$ cat src/rtl/ccd_pkg.sv
// shared types, character codes and lookup functions for the console command decoder
// no dependencies; every module of the block imports this package
package ccd_pkg;

  // accumulator and quotient width
  localparam int unsigned ACC_W = 32;
  // widest power of ten divisor (10^7) fits in 24 bits
  localparam int unsigned DIV_W = 24;
  // divider remainder width, one bit above the divisor
  localparam int unsigned REM_W = 25;
  // quotient bits resolved per divider cycle, and the cycle count
  localparam int unsigned DIV_RADIX_BITS = 4;
  localparam int unsigned DIV_ITERS = ACC_W / DIV_RADIX_BITS;
  // job queue depth between front and back
  localparam int unsigned QUEUE_DEPTH = 4;

  localparam logic [5:0] POS_MAX       = 6'd63;
  localparam logic [5:0] FIRST_NUM_POS = 6'd3;
  localparam logic [2:0] FRAC_KEEP     = 3'd7;

  localparam logic [7:0] CH_MINUS = 8'h2D;
  localparam logic [7:0] CH_PLUS  = 8'h2B;
  localparam logic [7:0] CH_POINT = 8'h2E;
  localparam logic [7:0] CH_ZERO  = 8'h30;
  localparam logic [7:0] CH_NINE  = 8'h39;
  localparam logic [7:0] CH_GAINS = 8'h65;  // e
  localparam logic [7:0] CH_FLY   = 8'h66;  // f
  localparam logic [7:0] CH_LOOK  = 8'h6C;  // l
  localparam logic [7:0] CH_HELP  = 8'h68;  // h

  typedef enum logic [2:0] {
    KIND_GAINS = 3'd0,
    KIND_FLY   = 3'd1,
    KIND_LOOK  = 3'd2,
    KIND_HELP  = 3'd3,
    KIND_ERROR = 3'd4
  } kind_t;

  typedef enum logic [1:0] {
    BK_IDLE,
    BK_DIV,
    BK_DONE
  } bk_state_t;

  // one unit of work for the back end: a field conversion, a result, or both
  typedef struct packed {
    logic              conv;       // field value needs converting
    logic              store_en;   // converted value is a saved gain
    logic              store_idx;  // 0 proportional, 1 integral
    logic              emit;       // produce a result
    kind_t             kind;
    logic [1:0]        ctl;
    logic [3:0]        mode;
    logic              neg;
    logic [2:0]        frac;
    logic [ACC_W-1:0]  accum;
  } job_t;

  // bit 2 marks a known controller letter
  function automatic logic [2:0] ctl_lookup(input logic [7:0] c);
    logic [2:0] r;
    case (c)
      8'h74:   r = 3'b100;  // t throttle
      8'h61:   r = 3'b101;  // a aileron
      8'h72:   r = 3'b110;  // r rudder
      8'h68:   r = 3'b111;  // h elevator
      default: r = 3'b000;
    endcase
    return r;
  endfunction

  // bit 4 marks a known mode letter
  function automatic logic [4:0] mode_lookup(input logic [7:0] c);
    logic [4:0] r;
    case (c)
      8'h74:   r = 5'h10;  // t takeoff
      8'h63:   r = 5'h11;  // c circle
      8'h6C:   r = 5'h12;  // l loop
      8'h67:   r = 5'h13;  // g straight
      8'h72:   r = 5'h14;  // r roll
      8'h62:   r = 5'h15;  // b backglide
      8'h68:   r = 5'h16;  // h halfcircle
      8'h75:   r = 5'h17;  // u climb
      8'h73:   r = 5'h18;  // s snake
      default: r = 5'h00;
    endcase
    return r;
  endfunction

  function automatic logic [DIV_W-1:0] pow10(input logic [2:0] n);
    logic [DIV_W-1:0] r;
    case (n)
      3'd0:    r = 24'd1;
      3'd1:    r = 24'd10;
      3'd2:    r = 24'd100;
      3'd3:    r = 24'd1000;
      3'd4:    r = 24'd10000;
      3'd5:    r = 24'd100000;
      3'd6:    r = 24'd1000000;
      default: r = 24'd10000000;
    endcase
    return r;
  endfunction

endpackage

$ cat src/rtl/ccd_in_if.sv
// character channel of the console command decoder
// no dependencies
interface ccd_in_if;
  logic       valid;
  logic       ready;
  logic [7:0] text_char;
  logic       end_of_command;

  modport source (output valid, output text_char, output end_of_command, input ready);
  modport sink (input valid, input text_char, input end_of_command, output ready);
endinterface

$ cat src/rtl/ccd_out_if.sv
// result channel of the console command decoder
// no dependencies
interface ccd_out_if;
  logic               valid;
  logic               ready;
  logic [2:0]         command_kind;
  logic [1:0]         controller_sel;
  logic [3:0]         flight_mode;
  logic signed [31:0] value_p;
  logic signed [31:0] value_i;
  logic signed [31:0] value_d;

  modport source (output valid, output command_kind, output controller_sel,
                  output flight_mode, output value_p, output value_i, output value_d,
                  input ready);
  modport sink (input valid, input command_kind, input controller_sel,
                input flight_mode, input value_p, input value_i, input value_d,
                output ready);
endinterface

$ cat src/rtl/ccd_front.sv
// front end: per character parsing, decimal accumulation and job generation
// depends on ccd_pkg and ccd_in_if
module ccd_front #(
  parameter int unsigned MAX_FIELD_CHARS = 9
) (
  input  logic          clk,
  input  logic          rst_n,
  ccd_in_if.sink        in_ch,
  input  logic          q_full,
  output logic          push,
  output ccd_pkg::job_t push_job
);
  import ccd_pkg::*;

  localparam int unsigned CW = $clog2(MAX_FIELD_CHARS + 1);

  logic [5:0]       pos_r, pos_nxt;
  logic [7:0]       cmd_r, cmd_nxt;
  logic [7:0]       tgt_r, tgt_nxt;
  logic [1:0]       fi_r, fi_nxt;
  logic             neg_r, neg_nxt;
  logic             seen_r, seen_nxt;
  logic [CW-1:0]    cnt_r, cnt_nxt;
  logic [ACC_W-1:0] accum_r, accum_nxt;
  logic [2:0]       frac_r, frac_nxt;
  logic             err_r, err_nxt;

  logic             accept;
  logic [7:0]       c;
  logic             last;
  logic             sep;
  logic             do_fc;
  logic             last_fld;
  logic             digit;
  logic [ACC_W+3:0] prod;
  logic             prod_ovf;
  logic [1:0]       fi_after;
  kind_t            kind;
  logic [1:0]       ctl;
  logic [3:0]       mode;
  logic [2:0]       ctl_c, ctl_t;
  logic [4:0]       mode_c, mode_t;

  assign in_ch.ready = !q_full;
  assign accept      = in_ch.valid && in_ch.ready;
  assign c           = in_ch.text_char;
  assign last        = in_ch.end_of_command;

  assign digit    = (c >= CH_ZERO) && (c <= CH_NINE);
  assign prod     = ({4'b0, accum_r} << 3) + ({4'b0, accum_r} << 1) + (ACC_W + 4)'(c[3:0]);
  assign prod_ovf = |prod[ACC_W+3:ACC_W];
  assign ctl_c    = ctl_lookup(c);
  assign mode_c   = mode_lookup(c);

  // character consumption
  always_comb begin
    pos_nxt   = (pos_r == POS_MAX) ? pos_r : pos_r + 6'd1;
    cmd_nxt   = cmd_r;
    tgt_nxt   = tgt_r;
    neg_nxt   = neg_r;
    seen_nxt  = seen_r;
    cnt_nxt   = cnt_r;
    accum_nxt = accum_r;
    frac_nxt  = frac_r;
    err_nxt   = err_r;
    sep       = 1'b0;
    do_fc     = 1'b0;
    last_fld  = 1'b0;
    if (!err_r) begin
      if (pos_r == 6'd0) begin
        cmd_nxt = c;
        if (!(c == CH_GAINS || c == CH_FLY || c == CH_LOOK || c == CH_HELP)) begin
          err_nxt = 1'b1;
        end
      end else begin
        unique case (cmd_r)
          CH_GAINS: begin
            if (pos_r == 6'd1) begin
              tgt_nxt = c;
              if (!ctl_c[2]) err_nxt = 1'b1;
            end else if (pos_r >= FIRST_NUM_POS) begin
              if (fi_r < 2'd2 && c == CH_MINUS) begin
                sep = 1'b1;
              end else begin
                do_fc    = 1'b1;
                last_fld = (fi_r >= 2'd2);
              end
            end
          end
          CH_FLY: begin
            if (pos_r == 6'd1) begin
              tgt_nxt = c;
              if (!mode_c[4]) err_nxt = 1'b1;
            end
          end
          CH_LOOK: begin
            if (pos_r == 6'd1) begin
              if (c != CH_MINUS) err_nxt = 1'b1;
            end else begin
              do_fc    = 1'b1;
              last_fld = 1'b1;
            end
          end
          default: ;
        endcase
      end
    end
    if (do_fc) begin
      if (cnt_r >= CW'(MAX_FIELD_CHARS)) begin
        err_nxt = 1'b1;
      end else begin
        cnt_nxt = cnt_r + CW'(1);
        if (last_fld && cnt_r == '0 && (c == CH_MINUS || c == CH_PLUS)) begin
          neg_nxt = (c == CH_MINUS);
        end else if (c == CH_POINT) begin
          if (seen_r) err_nxt = 1'b1;
          seen_nxt = 1'b1;
        end else if (!digit) begin
          err_nxt = 1'b1;
        end else if (!seen_r) begin
          accum_nxt = prod_ovf ? '1 : prod[ACC_W-1:0];
        end else if (frac_r < FRAC_KEEP && !prod_ovf) begin
          accum_nxt = prod[ACC_W-1:0];
          frac_nxt  = frac_r + 3'd1;
        end
      end
    end
  end

  // result classification for the last character
  assign fi_after = sep ? fi_r + 2'd1 : fi_r;
  assign ctl_t    = ctl_lookup(tgt_nxt);
  assign mode_t   = mode_lookup(tgt_nxt);

  always_comb begin
    kind = KIND_ERROR;
    ctl  = 2'd0;
    mode = 4'd0;
    if (!err_nxt) begin
      unique case (cmd_nxt)
        CH_GAINS: begin
          if (fi_after >= 2'd2) begin
            kind = KIND_GAINS;
            ctl  = ctl_t[1:0];
          end
        end
        CH_FLY: begin
          if (pos_r != 6'd0) begin
            kind = KIND_FLY;
            mode = mode_t[3:0];
          end
        end
        CH_LOOK: begin
          if (pos_r != 6'd0) kind = KIND_LOOK;
        end
        CH_HELP: kind = KIND_HELP;
        default: ;
      endcase
    end
  end

  always_comb begin
    push_job.conv      = sep || (last && (kind == KIND_GAINS || kind == KIND_LOOK));
    push_job.store_en  = sep;
    push_job.store_idx = fi_r[0];
    push_job.emit      = last;
    push_job.kind      = kind;
    push_job.ctl       = ctl;
    push_job.mode      = mode;
    push_job.neg       = neg_nxt;
    push_job.frac      = frac_nxt;
    push_job.accum     = accum_nxt;
  end

  assign push = accept && (sep || last);

  always_ff @(posedge clk) begin
    if (!rst_n || (accept && last)) begin
      pos_r   <= '0;
      cmd_r   <= '0;
      tgt_r   <= '0;
      fi_r    <= '0;
      neg_r   <= 1'b0;
      seen_r  <= 1'b0;
      cnt_r   <= '0;
      accum_r <= '0;
      frac_r  <= '0;
      err_r   <= 1'b0;
    end else if (accept) begin
      pos_r <= pos_nxt;
      cmd_r <= cmd_nxt;
      tgt_r <= tgt_nxt;
      err_r <= err_nxt;
      fi_r  <= fi_after;
      if (sep) begin
        neg_r   <= 1'b0;
        seen_r  <= 1'b0;
        cnt_r   <= '0;
        accum_r <= '0;
        frac_r  <= '0;
      end else begin
        neg_r   <= neg_nxt;
        seen_r  <= seen_nxt;
        cnt_r   <= cnt_nxt;
        accum_r <= accum_nxt;
        frac_r  <= frac_nxt;
      end
    end
  end

endmodule

$ cat src/rtl/ccd_queue.sv
// short job queue between the front and back ends
// depends on ccd_pkg
module ccd_queue (
  input  logic          clk,
  input  logic          rst_n,
  input  logic          push,
  input  ccd_pkg::job_t push_job,
  output logic          full,
  output logic          pop_valid,
  output ccd_pkg::job_t pop_job,
  input  logic          pop
);
  import ccd_pkg::*;

  localparam int unsigned PW = $clog2(QUEUE_DEPTH);

  job_t          mem_r [QUEUE_DEPTH];
  logic [PW-1:0] wr_ptr_r;
  logic [PW-1:0] rd_ptr_r;
  logic [PW:0]   count_r;

  assign full      = (count_r == (PW + 1)'(QUEUE_DEPTH));
  assign pop_valid = (count_r != '0);
  assign pop_job   = mem_r[rd_ptr_r];

  always_ff @(posedge clk) begin
    if (push) mem_r[wr_ptr_r] <= push_job;
  end

  always_ff @(posedge clk) begin
    if (!rst_n) begin
      wr_ptr_r <= '0;
      rd_ptr_r <= '0;
      count_r  <= '0;
    end else begin
      if (push) wr_ptr_r <= wr_ptr_r + PW'(1);
      if (pop) rd_ptr_r <= rd_ptr_r + PW'(1);
      if (push && !pop) count_r <= count_r + (PW + 1)'(1);
      else if (pop && !push) count_r <= count_r - (PW + 1)'(1);
    end
  end

  a_no_overflow: assert property (@(posedge clk) disable iff (!rst_n) push |-> !full)
    else $error("job pushed into a full queue");
  a_no_underflow: assert property (@(posedge clk) disable iff (!rst_n) pop |-> pop_valid)
    else $error("job popped from an empty queue");

endmodule

$ cat src/rtl/ccd_back.sv
// back end: radix-16 fixed point converter, saved gains and result register
// depends on ccd_pkg and ccd_out_if
module ccd_back #(
  parameter int unsigned FRAC_BITS = 16
) (
  input  logic          clk,
  input  logic          rst_n,
  input  logic          q_valid,
  input  ccd_pkg::job_t q_job,
  output logic          q_pop,
  ccd_out_if.source     out_ch
);
  import ccd_pkg::*;

  localparam int unsigned NW = ACC_W + FRAC_BITS + 1;
  localparam int unsigned SW = $clog2(DIV_ITERS);

  bk_state_t        state_r, state_nxt;
  job_t             job_r;
  logic [SW-1:0]    step_r;
  logic [REM_W-1:0] rem_r, rem_nxt;
  logic [ACC_W-1:0] low_r, low_nxt;
  logic [ACC_W-1:0] quo_r, quo_nxt;
  logic             ovf_r;
  logic [DIV_W-1:0] div_r;
  logic [ACC_W-1:0] gains_r [2];

  logic             load_job;
  logic             div_step;
  logic             finish;
  logic             out_load;
  logic             slot_free;
  logic [DIV_W-1:0] div_in;
  logic [NW-1:0]    num_in;
  logic [REM_W-1:0] top_in;
  logic [ACC_W-1:0] conv;
  logic [ACC_W-1:0] mag;

  logic             out_valid_r;
  logic [2:0]       kind_r;
  logic [1:0]       ctl_r;
  logic [3:0]       mode_r;
  logic [ACC_W-1:0] vp_r, vi_r, vd_r;

  assign slot_free = !out_valid_r || out_ch.ready;

  always_comb begin
    state_nxt = state_r;
    q_pop     = 1'b0;
    load_job  = 1'b0;
    div_step  = 1'b0;
    finish    = 1'b0;
    out_load  = 1'b0;
    unique case (state_r)
      BK_IDLE: begin
        if (q_valid) begin
          q_pop     = 1'b1;
          load_job  = 1'b1;
          state_nxt = q_job.conv ? BK_DIV : BK_DONE;
        end
      end
      BK_DIV: begin
        div_step = 1'b1;
        if (step_r == SW'(DIV_ITERS - 1)) state_nxt = BK_DONE;
      end
      BK_DONE: begin
        if (!job_r.emit) begin
          finish    = 1'b1;
          state_nxt = BK_IDLE;
        end else if (slot_free) begin
          finish    = 1'b1;
          out_load  = 1'b1;
          state_nxt = BK_IDLE;
        end
      end
      default: state_nxt = BK_IDLE;
    endcase
  end

  // rounded numerator: accum * 2^FRAC_BITS + divisor / 2
  assign div_in = pow10(q_job.frac);
  assign num_in = {1'b0, q_job.accum, {FRAC_BITS{1'b0}}} + NW'(div_in >> 1);
  assign top_in = REM_W'(num_in[NW-1:ACC_W]);

  always_comb begin
    logic [REM_W:0] trial;
    rem_nxt = rem_r;
    low_nxt = low_r;
    quo_nxt = quo_r;
    for (int k = 0; k < DIV_RADIX_BITS; k++) begin
      trial = {rem_nxt, low_nxt[ACC_W-1]};
      low_nxt = low_nxt << 1;
      if (trial >= (REM_W + 1)'(div_r)) begin
        rem_nxt = REM_W'(trial - (REM_W + 1)'(div_r));
        quo_nxt = {quo_nxt[ACC_W-2:0], 1'b1};
      end else begin
        rem_nxt = trial[REM_W-1:0];
        quo_nxt = {quo_nxt[ACC_W-2:0], 1'b0};
      end
    end
  end

  // saturate and apply the sign
  always_comb begin
    if (job_r.neg) begin
      mag  = (ovf_r || quo_r > 32'h8000_0000) ? 32'h8000_0000 : quo_r;
      conv = 32'd0 - mag;
    end else begin
      mag  = (ovf_r || quo_r > 32'h7FFF_FFFF) ? 32'h7FFF_FFFF : quo_r;
      conv = mag;
    end
  end

  always_ff @(posedge clk) begin
    if (!rst_n) begin
      state_r <= BK_IDLE;
      step_r  <= '0;
    end else begin
      state_r <= state_nxt;
      if (load_job) step_r <= '0;
      else if (div_step) step_r <= step_r + SW'(1);
    end
  end

  always_ff @(posedge clk) begin
    if (load_job) begin
      job_r <= q_job;
      div_r <= div_in;
      rem_r <= top_in;
      low_r <= num_in[ACC_W-1:0];
      quo_r <= '0;
      ovf_r <= (top_in >= REM_W'(div_in));
    end else if (div_step) begin
      rem_r <= rem_nxt;
      low_r <= low_nxt;
      quo_r <= quo_nxt;
    end
    if (finish && job_r.store_en) gains_r[job_r.store_idx] <= conv;
  end

  always_ff @(posedge clk) begin
    if (!rst_n) begin
      out_valid_r <= 1'b0;
    end else if (out_load) begin
      out_valid_r <= 1'b1;
    end else if (out_ch.ready) begin
      out_valid_r <= 1'b0;
    end
  end

  always_ff @(posedge clk) begin
    if (out_load) begin
      kind_r <= job_r.kind;
      ctl_r  <= job_r.ctl;
      mode_r <= job_r.mode;
      case (job_r.kind)
        KIND_GAINS: begin
          vp_r <= gains_r[0];
          vi_r <= job_r.store_en ? conv : gains_r[1];
          vd_r <= job_r.store_en ? '0 : conv;
        end
        KIND_LOOK: begin
          vp_r <= conv;
          vi_r <= '0;
          vd_r <= '0;
        end
        default: begin
          vp_r <= '0;
          vi_r <= '0;
          vd_r <= '0;
        end
      endcase
    end
  end

  assign out_ch.valid          = out_valid_r;
  assign out_ch.command_kind   = kind_r;
  assign out_ch.controller_sel = ctl_r;
  assign out_ch.flight_mode    = mode_r;
  assign out_ch.value_p        = vp_r;
  assign out_ch.value_i        = vi_r;
  assign out_ch.value_d        = vd_r;

  a_div_only_conv: assert property (@(posedge clk) disable iff (!rst_n)
    state_r == BK_DIV |-> job_r.conv)
    else $error("converter running for a job without a field");
  a_stall_holds: assert property (@(posedge clk) disable iff (!rst_n)
    (state_r == BK_DONE && job_r.emit && !slot_free) |=> state_r == BK_DONE)
    else $error("result dropped while the output register was full");

endmodule

$ cat src/rtl/console_command_decoder.sv
// console command decoder: one character per transfer in, one decoded command per result out
// a result reaches the output register after its job leaves the queue, for commands without a
// number directly, for gains and lookahead once the radix-16 converter has run
// throughput: one character per cycle; every decimal field costs the back end a converter run and a
// 4-entry job queue absorbs them, in_ready falls only while that queue is full
// reset: synchronous active-low rst_n clears parsing state, queue and output valid
module console_command_decoder #(
  parameter int unsigned MAX_FIELD_CHARS = 9,
  parameter int unsigned FRAC_BITS       = 16
) (
  input  logic      clk,
  input  logic      rst_n,
  ccd_in_if.sink    in_ch,
  ccd_out_if.source out_ch
);
  import ccd_pkg::*;

  // front to queue
  logic q_full;
  logic push;
  job_t push_job;

  // queue to back
  logic q_valid;
  logic q_pop;
  job_t q_job;

  // front end: walks the command one character per transfer, tracks the
  // current decimal field as an integer plus a count of fraction digits, and
  // queues a job at each gain separator and at the last character
  ccd_front #(
    .MAX_FIELD_CHARS (MAX_FIELD_CHARS)
  ) u_front (
    .clk      (clk),
    .rst_n    (rst_n),
    .in_ch    (in_ch),
    .q_full   (q_full),
    .push     (push),
    .push_job (push_job)
  );

  // decouples character intake from the multi-cycle conversions
  ccd_queue u_queue (
    .clk       (clk),
    .rst_n     (rst_n),
    .push      (push),
    .push_job  (push_job),
    .full      (q_full),
    .pop_valid (q_valid),
    .pop_job   (q_job),
    .pop       (q_pop)
  );

  // back end: rounds accum * 2^FRAC_BITS / 10^frac into signed fixed point,
  // keeps the proportional and integral gains, and fills the output register
  ccd_back #(
    .FRAC_BITS (FRAC_BITS)
  ) u_back (
    .clk     (clk),
    .rst_n   (rst_n),
    .q_valid (q_valid),
    .q_job   (q_job),
    .q_pop   (q_pop),
    .out_ch  (out_ch)
  );

endmodule

$ cat src/flat_wrapper.sv
// flat-port wrapper written by rule: the top's interface ports become plain ports
module console_command_decoder_flat import ccd_pkg::*;
#(
  parameter int unsigned MAX_FIELD_CHARS = 9,
  parameter int unsigned FRAC_BITS       = 16
)
  (clk, rst_n, in_ch_valid, in_ch_text_char, in_ch_end_of_command, in_ch_ready, out_ch_valid, out_ch_command_kind, out_ch_controller_sel, out_ch_flight_mode, out_ch_value_p, out_ch_value_i, out_ch_value_d, out_ch_ready);
  ccd_in_if in_ch_i ();
  ccd_out_if out_ch_i ();
  input  logic clk;
  input  logic rst_n;
  input wire logic [$bits(in_ch_i.valid)-1:0] in_ch_valid;
  input wire logic [$bits(in_ch_i.text_char)-1:0] in_ch_text_char;
  input wire logic [$bits(in_ch_i.end_of_command)-1:0] in_ch_end_of_command;
  output wire logic [$bits(in_ch_i.ready)-1:0] in_ch_ready;
  output wire logic [$bits(out_ch_i.valid)-1:0] out_ch_valid;
  output wire logic [$bits(out_ch_i.command_kind)-1:0] out_ch_command_kind;
  output wire logic [$bits(out_ch_i.controller_sel)-1:0] out_ch_controller_sel;
  output wire logic [$bits(out_ch_i.flight_mode)-1:0] out_ch_flight_mode;
  output wire logic [$bits(out_ch_i.value_p)-1:0] out_ch_value_p;
  output wire logic [$bits(out_ch_i.value_i)-1:0] out_ch_value_i;
  output wire logic [$bits(out_ch_i.value_d)-1:0] out_ch_value_d;
  input wire logic [$bits(out_ch_i.ready)-1:0] out_ch_ready;
  assign in_ch_i.valid = in_ch_valid;
  assign in_ch_i.text_char = in_ch_text_char;
  assign in_ch_i.end_of_command = in_ch_end_of_command;
  assign in_ch_ready = in_ch_i.ready;
  assign out_ch_valid = out_ch_i.valid;
  assign out_ch_command_kind = out_ch_i.command_kind;
  assign out_ch_controller_sel = out_ch_i.controller_sel;
  assign out_ch_flight_mode = out_ch_i.flight_mode;
  assign out_ch_value_p = out_ch_i.value_p;
  assign out_ch_value_i = out_ch_i.value_i;
  assign out_ch_value_d = out_ch_i.value_d;
  assign out_ch_i.ready = out_ch_ready;
  console_command_decoder #(.MAX_FIELD_CHARS(MAX_FIELD_CHARS), .FRAC_BITS(FRAC_BITS)) u_core (.clk(clk), .rst_n(rst_n), .in_ch(in_ch_i), .out_ch(out_ch_i));
endmodule
$ cat config.mk
export PLATFORM = sky130hd
export DESIGN_NAME = console_command_decoder_flat
export DESIGN_NICKNAME = d
export VERILOG_FILES = /design/src/rtl/ccd_pkg.sv /design/src/rtl/ccd_in_if.sv /design/src/rtl/ccd_out_if.sv /design/src/rtl/ccd_front.sv /design/src/rtl/ccd_queue.sv /design/src/rtl/ccd_back.sv /design/src/rtl/console_command_decoder.sv /design/src/flat_wrapper.sv
export SDC_FILE = /design/constraint.sdc
export NUM_CORES = 1
export LEC_CHECK = 0
export BUFFER_PORTS_ARGS = -buffer_cell sky130_fd_sc_hd__buf_4
export CORE_UTILIZATION = 53
export DETAILED_ROUTE_END_ITERATION = 10
export PLACE_DENSITY = 0.74
export SLEW_MARGIN = 20
export SYNTH_ARGS = -nofsm -noshare
export SYNTH_HDL_FRONTEND = slang
export SYNTH_SLANG_ARGS = --single-unit
export TNS_END_PERCENT = 5
$ cat constraint.sdc
create_clock -name clk -period 11.1 [get_ports clk]
set_clock_uncertainty 0.2 [all_clocks]
set_input_delay 0.555 -clock clk [delete_from_list [all_inputs] [get_ports clk]]
set_output_delay 0.555 -clock clk [all_outputs]
set_load 0.05 [all_outputs]
Word-level counts from Yosys, hierarchy flattened:

Memory sizes are Yosys's and may differ from the RTL's. A register that Yosys moved wholly into a read port is not among the register bits.
Cells that the tools add are included.

* bits in writable memories: 260
* output and inout port bits: 107
* memories: 2
* word-level logic and storage cells: 302
* bits of input ports: 13
* flip-flop bits (word level): 311

Memories
* u_core.u_queue.mem_r: words 4, bits a word 49, read ports 1, clocked after Yosys merged registers in 1, wr ports 1, line ccd_queue.sv:17 `job_t mem_r [QUEUE_DEPTH];`
* u_core.u_back.gains_r: words 2, bits a word 32, read ports 2, clocked after Yosys merged registers in 0, wr ports 1, line ccd_back.sv:26 `logic [ACC_W-1:0] gains_r [2];`

* muxes and demuxes: 128
* equal/unequal tests: 52
* add/subtract/negate cells: 17
* reductions and logical operators: 50
* bitwise logic cells: 3
* magnitude comparators: 15

Operator list (count)
* $mux 32: 15
* $eq 8x7->1 const B: 29
* $pmux 24 s7: 1
* $ge 26x24->1: 4
* $mux 25: 4
* $sub 25x24->25: 4
* $pmux 32 s2: 1
* $mux 1: 59
* $add 48x23->49: 1
* $mux 8: 6
* $pmux 5 s9: 1
* $mux 3: 14
* $add 35x33->36: 1
* $add 36x4->36: 1
* $pmux 4 s9: 1
* $mux 17: 2
* $gt 32x31->1 const B: 1
* $gt 32x32->1 const B: 1
* $sub 1x32->32 const A: 1
* $eq 8x6->1 const B: 3
* $ge 17x24->1: 1
* $mux 4: 6
* $pmux 3 s4: 2
* $mux 2: 11
* 43 further kinds: 95

Logic depth before layout (Yosys ltp):

* depth in word-level cells: 18
* mapped depth: 64
* mapped depth without buffers: 59

Modules after synthesis:

From an unflattened synthesis, not the netlist that was laid out.

* cell total of the unflattened synthesis: 3321
* area, all modules: 33525.9 µm²

Modules (own cells, without submodules)
* ccd_back: instances 1, area each 19308.5 µm², cells an instance 2131, seq. area each 8368.0 µm²
* ccd_queue: instances 1, area each 7538.5 µm², cells an instance 299, seq. area each 6065.8 µm²
* ccd_front: instances 1, area each 6678.9 µm², cells an instance 891, seq. area each 1321.3 µm²

Least setup slack after synthesis:

No wires, ideal clock.

* path kind: register to register
* from: register u_core.u_back.low_r[31]
* to: register u_core.u_back.rem_r[15], data pin
* path slack: -861 ps
* stages on the path, launching flop included: 63
* data required time: 10594 ps
* period minus slack after synthesis: 11961 ps
* library setup time: 306 ps
* path buffers: 9
* arrival: 11455 ps
* cell sequence: edfxtp_1 > inv_1 > ha_1 > inv_1 > fa_1 > a211oi_2 > o21ai_2 > a21o_1 > a211o_1 > buf_4 > clkbuf_1 > buf_1 > nand2_1 > nand2_1 > ha_1 > nor2b_1 > o31a_1 > o31ai_1 > [... 27 more ...] > nand2_1 > a21oi_1 > o21bai_1 > a21oi_1 > nor2b_1 > o21a_1 > o21ai_0 > nand2b_1 > a21oi_1 > inv_1 > a21oi_1 > a311oi_2 > o21a_1 > a31o_1 > buf_6 > buf_6 > mux2i_1 > o21ai_1

* word-level cells in the longest chain between the ends: 10
* elaborated cells on any way between the ends: 14
* classes of those cells: add/sub: 4; order compare: 4; mux: 6

RTL lines
* from (decl): line ccd_back.sv:22 `logic [ACC_W-1:0] low_r, low_nxt;`
* from (signal assigned): line ccd_back.sv:130 `low_r <= num_in[ACC_W-1:0];`
* from (signal assigned): line ccd_back.sv:135 `low_r <= low_nxt;`
* $sub 25x24->25 / $ge 26x24->1 (equally long branches): line ccd_back.sv:94, ccd_back.sv:93
* $mux 25 *: line ccd_back.sv:93 `if (trial >= (REM_W + 1)'(div_r)) begin`
* $sub 25x24->25 / $ge 26x24->1 (equally long branches): line ccd_back.sv:94, ccd_back.sv:93
* $mux 25 *: line ccd_back.sv:93
* $sub 25x24->25 / $ge 26x24->1 (equally long branches): line ccd_back.sv:94, ccd_back.sv:93
* $mux 25 *: line ccd_back.sv:93
* $sub 25x24->25 / $ge 26x24->1 (equally long branches): line ccd_back.sv:94, ccd_back.sv:93
* $mux 25 *: line ccd_back.sv:93
* $mux 17 *: line ccd_back.sv:133 `end else if (div_step) begin`
* $mux 17 *: line ccd_back.sv:126 `if (load_job) begin`
* to (signal assigned): line ccd_back.sv:129 `rem_r <= top_in;`
* to (signal assigned): line ccd_back.sv:134 `rem_r <= rem_nxt;`
* to (decl): line ccd_back.sv:21 `logic [REM_W-1:0] rem_r, rem_nxt;`

Mark *: on every way between the ends. The rest lies on a longest branch, timed or not. The select of a mux whose other input is x is not followed.
A chain may end at the register's enable or synchronous reset.

Worst setup path after layout:

* from: register u_core.u_back.low_r[31]
* to: register u_core.u_back.rem_r[6], data pin

Same word-level chain as after synthesis.

==> impl_results.md <==
- Finished Cell Area: 0.0369 mm2
- DR WL/cell: ~20 um
- Top Family by Delay on Critical Path: compound AO/OA/AOI/OAI gates
- Layout cells sized above 1: 0.175
- Post-layout net count: roughly 3500
- Worst setup EP type: flip-flop
- EDFF count, synth: around 440
- FFs w/ async S/R, synth: 0
- Die area: 0.0607 mm2
- Share of the synthesized area in the top cell type: 0.421
- Status: completed
- Fillers: 4628
- Fmax: 93.8 MHz
- Syn-to-layout area delta: 16.7%
- GR Overflow Total: 0
- CP max-delay cell: or3_4
- Total global-route track usage: 0.266
- Initial core utilization: 0.536
- # port buffers: 119
- Final ANT Viol Nets: 0
- R2R depth: 52
- Worst slew pin tran: 1.10 ns
- Mapped cell area: roughly 0.032 mm2
- Distinct cell type count after synthesis: 92
- Global-route wire length before repair: 127000 um
- Total Wirelength: slightly above 80000 um
- Buf+Inv Stages, Crit Path: 9
- Critical Path AT: 10.78 ns
- CTS buffer count: 58
- Hold path startpoint: in_ch_text_char[4]
- Boundary Pins: 120
- Number of synthesized register bits: 565
- Ys flop type: edfxtp_1
- Clock period minus worst slack: ~11 ns
- CP Max Fanout: 15
- Vias in the first global route: approximately 24000
- Sequential area share after synthesis: 0.498
- H-tree depth: 2
- Slew HR: 0.256
- Diode count: 0
- CP startpoint kind: flip-flop
- R2R setup slack: 0.44 ns
- 1st-iter DRT viols: between 1500 and 2000
- Placer congestion estimate: about 1
- DRC Markers: 0
- First-pass iteration count of the detailed router: 7
- RR Startpoint: u_core.u_back.low_r[31]
- Die height: 246 um
- CTS tree: built
- Reg2reg end: u_core.u_back.rem_r[6]
- Worst path max stage delay: approximately 0.45 ns
- Worst path depth: 52
- Synth area leaders: edfxtp_1 42%, dfxtp_1 7.7%, ha_1 7.3%
- HP Class: input pin to flip-flop
- Yosys top cell by area: edfxtp_1
- DR vias/cell: 6.00
- Register area: 0.0158 mm2
- Multi-input logic area: 0.0153 mm2
- Clock Latency Late Sink: 0.64 ns
- Syn_area_per_cell: 10.5 um2
- Core Box Area: 0.0590 mm2
- Setup crit start: u_core.u_back.low_r[31]
- Clock Pin Slew Worst Setup and Hold Paths: 0.06 ns
- RSZ-0062 raised after global routing: yes
- Setup-failing EPs final: 0
- Crit path capture: u_core.u_back.rem_r[6]
- Kind of critical path: flip-flop to flip-flop
- Clk sinks: 565
- # rows: 89
- Ys Warns: 0
- Max-Cap Viols: 0
- Placed cell area: 0.0345 mm2
- Final worst-path cycle share: 0.960
- CTS root buf: clkbuf_16
- Cells after Synth: 3004
- Hpwl dp: 59100 um
- Final Hold Viols: 0
- Largest net degree at the start of global routing: 84
- Final Max Tran Viols: 0
- Initial antenna violation count: 0
- Via Count: 24400
- CP required: 11.22 ns
- Longest Clk Path Bufs: 3
- Synth Net Count: 3210
- Die Wd: 246 um
-- cells in the mapped netlist (all sizes together), types with 40 or more instances --
library cell,n
edfxtp,444
xor2,45
nor3,42
nand2,297
ha,185
and2,40
mux2i,57
inv,130
nor2,292
nand3,75
o21ai,173
a21o,52
mux4,49
dfxtp,121
a21oi,259
nand2b,40
o21a,49
xnor2,98
clkbuf,108
-- registers in the layout, indices dropped and copies added, names as in the netlist, 6 cells and up, named ones only --
| signal | count |
|---|---|
| u_core.u_back.div_r | 16 |
| u_core.u_back.gains_r | 64 |
| u_core.u_back.job_r | 13 |
| u_core.u_back.low_r | 32 |
| u_core.u_back.out_ch.value_d | 32 |
| u_core.u_back.out_ch.value_i | 32 |
| u_core.u_back.out_ch.value_p | 32 |
| u_core.u_back.quo_r | 32 |
| u_core.u_back.rem_r | 25 |
| u_core.u_front.accum_r | 32 |
| u_core.u_front.cmd_r | 8 |
| u_core.u_front.pos_r | 6 |
| u_core.u_front.tgt_r | 8 |
| u_core.u_queue.mem_r | 196 |
-- through the flow --
step | setup WS (ns) | hold slack [ns] | cells | utilization | TNS [ns]
4_1_cts | 0.00291 | 0.0210 | 4051 | 0.619 | 0
3_5_place_dp | 0.0150 | 0.205 | 3940 | 0.584 | 0
6_report | 0.442 | 0.0585 | 4069 | 0.626 | 0
5_1_grt | -0.0912 | 0.0821 | 4069 | 0.626 | -0.632
3_3_place_gp | 0.195 | 0.201 | 3940 | 0.584 | 0
2_1_floorplan | -0.00128 | 0.200 | 3004 | - | -0.00255
-- cell type report --
type	instances	area share
inverter	130	0.0132
sequential	565	0.427
tap	773	0.0262
clock inverter	30	0.0123
timing repair buffer	315	0.0656
multi-input combinational	2179	0.413
clock buffer	77	0.0429
-- worst min-delay path, cell delays in order --
cell and delay (ns):
buf_4 0.16, nand2_1 0.07, a21oi_1 0.05
-- worst min-delay path by stage --
stage	endpoint	slack (ns)	cells past startpoint
finish	u_core.u_front.cmd_r[4]	0.06	3
global route	u_core.u_front.cmd_r[4]	0.08	3
CTS	u_core.u_front.cmd_r[0]	0.02	3
detailed placement	u_core.u_back.out_ch.flight_mode[2]	0.20	0
global placement	u_core.u_back.out_ch.flight_mode[0]	0.20	0
floorplan	u_core.u_back.out_ch.controller_sel[0]	0.20	0
-- layout by cell type, fill, tap and decap left out, types with 9 or more instances in the layout --
| cell | instances |
|---|---|
| edfxtp_1 | 444 |
| buf_4 | 307 |
| nand2_1 | 294 |
| nor2_1 | 284 |
| a21oi_1 | 244 |
| ha_1 | 176 |
| o21ai_0 | 153 |
| inv_1 | 125 |
| dfxtp_1 | 119 |
| xnor2_1 | 98 |
| nand3_1 | 75 |
| clkbuf_16 | 60 |
| mux2i_1 | 55 |
| a21o_1 | 52 |
| o21a_1 | 49 |
| mux4_2 | 49 |
| xor2_1 | 45 |
| nor3_1 | 40 |
| nand2b_1 | 40 |
| a211oi_1 | 34 |
| and2_1 | 33 |
| nor2b_1 | 31 |
| and3_1 | 27 |
| a31oi_1 | 26 |
| nor4_1 | 22 |
| nand4_1 | 20 |
| mux2_2 | 20 |
| or3_1 | 19 |
| o211ai_1 | 17 |
| o21ai_1 | 15 |
| o21bai_1 | 14 |
| o31ai_1 | 14 |
| clkbuf_1 | 14 |
| a21oi_2 | 13 |
| a22o_1 | 13 |
| or2_2 | 11 |
| bufinv_16 | 10 |
| or4_1 | 9 |
-- routing by layer --
| layer | vias up | GRT usage | part of all wire |
|---|---|---|---|
| met4 | 0 | 0.0793 | 0.024 |
| met2 | 831 | 0.445 | 0.48 |
| met1 | 11900 | 0.361 | 0.43 |
| li1 | 11600 | - | - |
| met3 | 127 | 0.0340 | 0.061 |
| met5 | - | 0 | 0 |
-- timing repair --
action	in CTS	in global routing
hold buffers	4	0
endpoints found under the hold margin	7	0
setup buffers	0	16
resized for setup	1	49
setup endpoints to repair	1	26
gates cloned	0	1
pin swaps	0	31
-- logic make-up (layout without fill, tap and decap cells) --
group	Yosys count	in the layout	synth area share
AO/OA/AOI/OAI	747	747	0.148
XOR/XNOR	143	143	0.0396
adder cells (fa/ha/maj)	193	193	0.0782
buffers and inverters	260	552	0.0318
flip-flops	565	565	0.498
multiplexers	127	127	0.0606
AND/OR/NAND/NOR	969	969	0.144
Power is not shown: default switching activity piles up to over one toggle a cycle in this logic, so the estimate is an artifact.
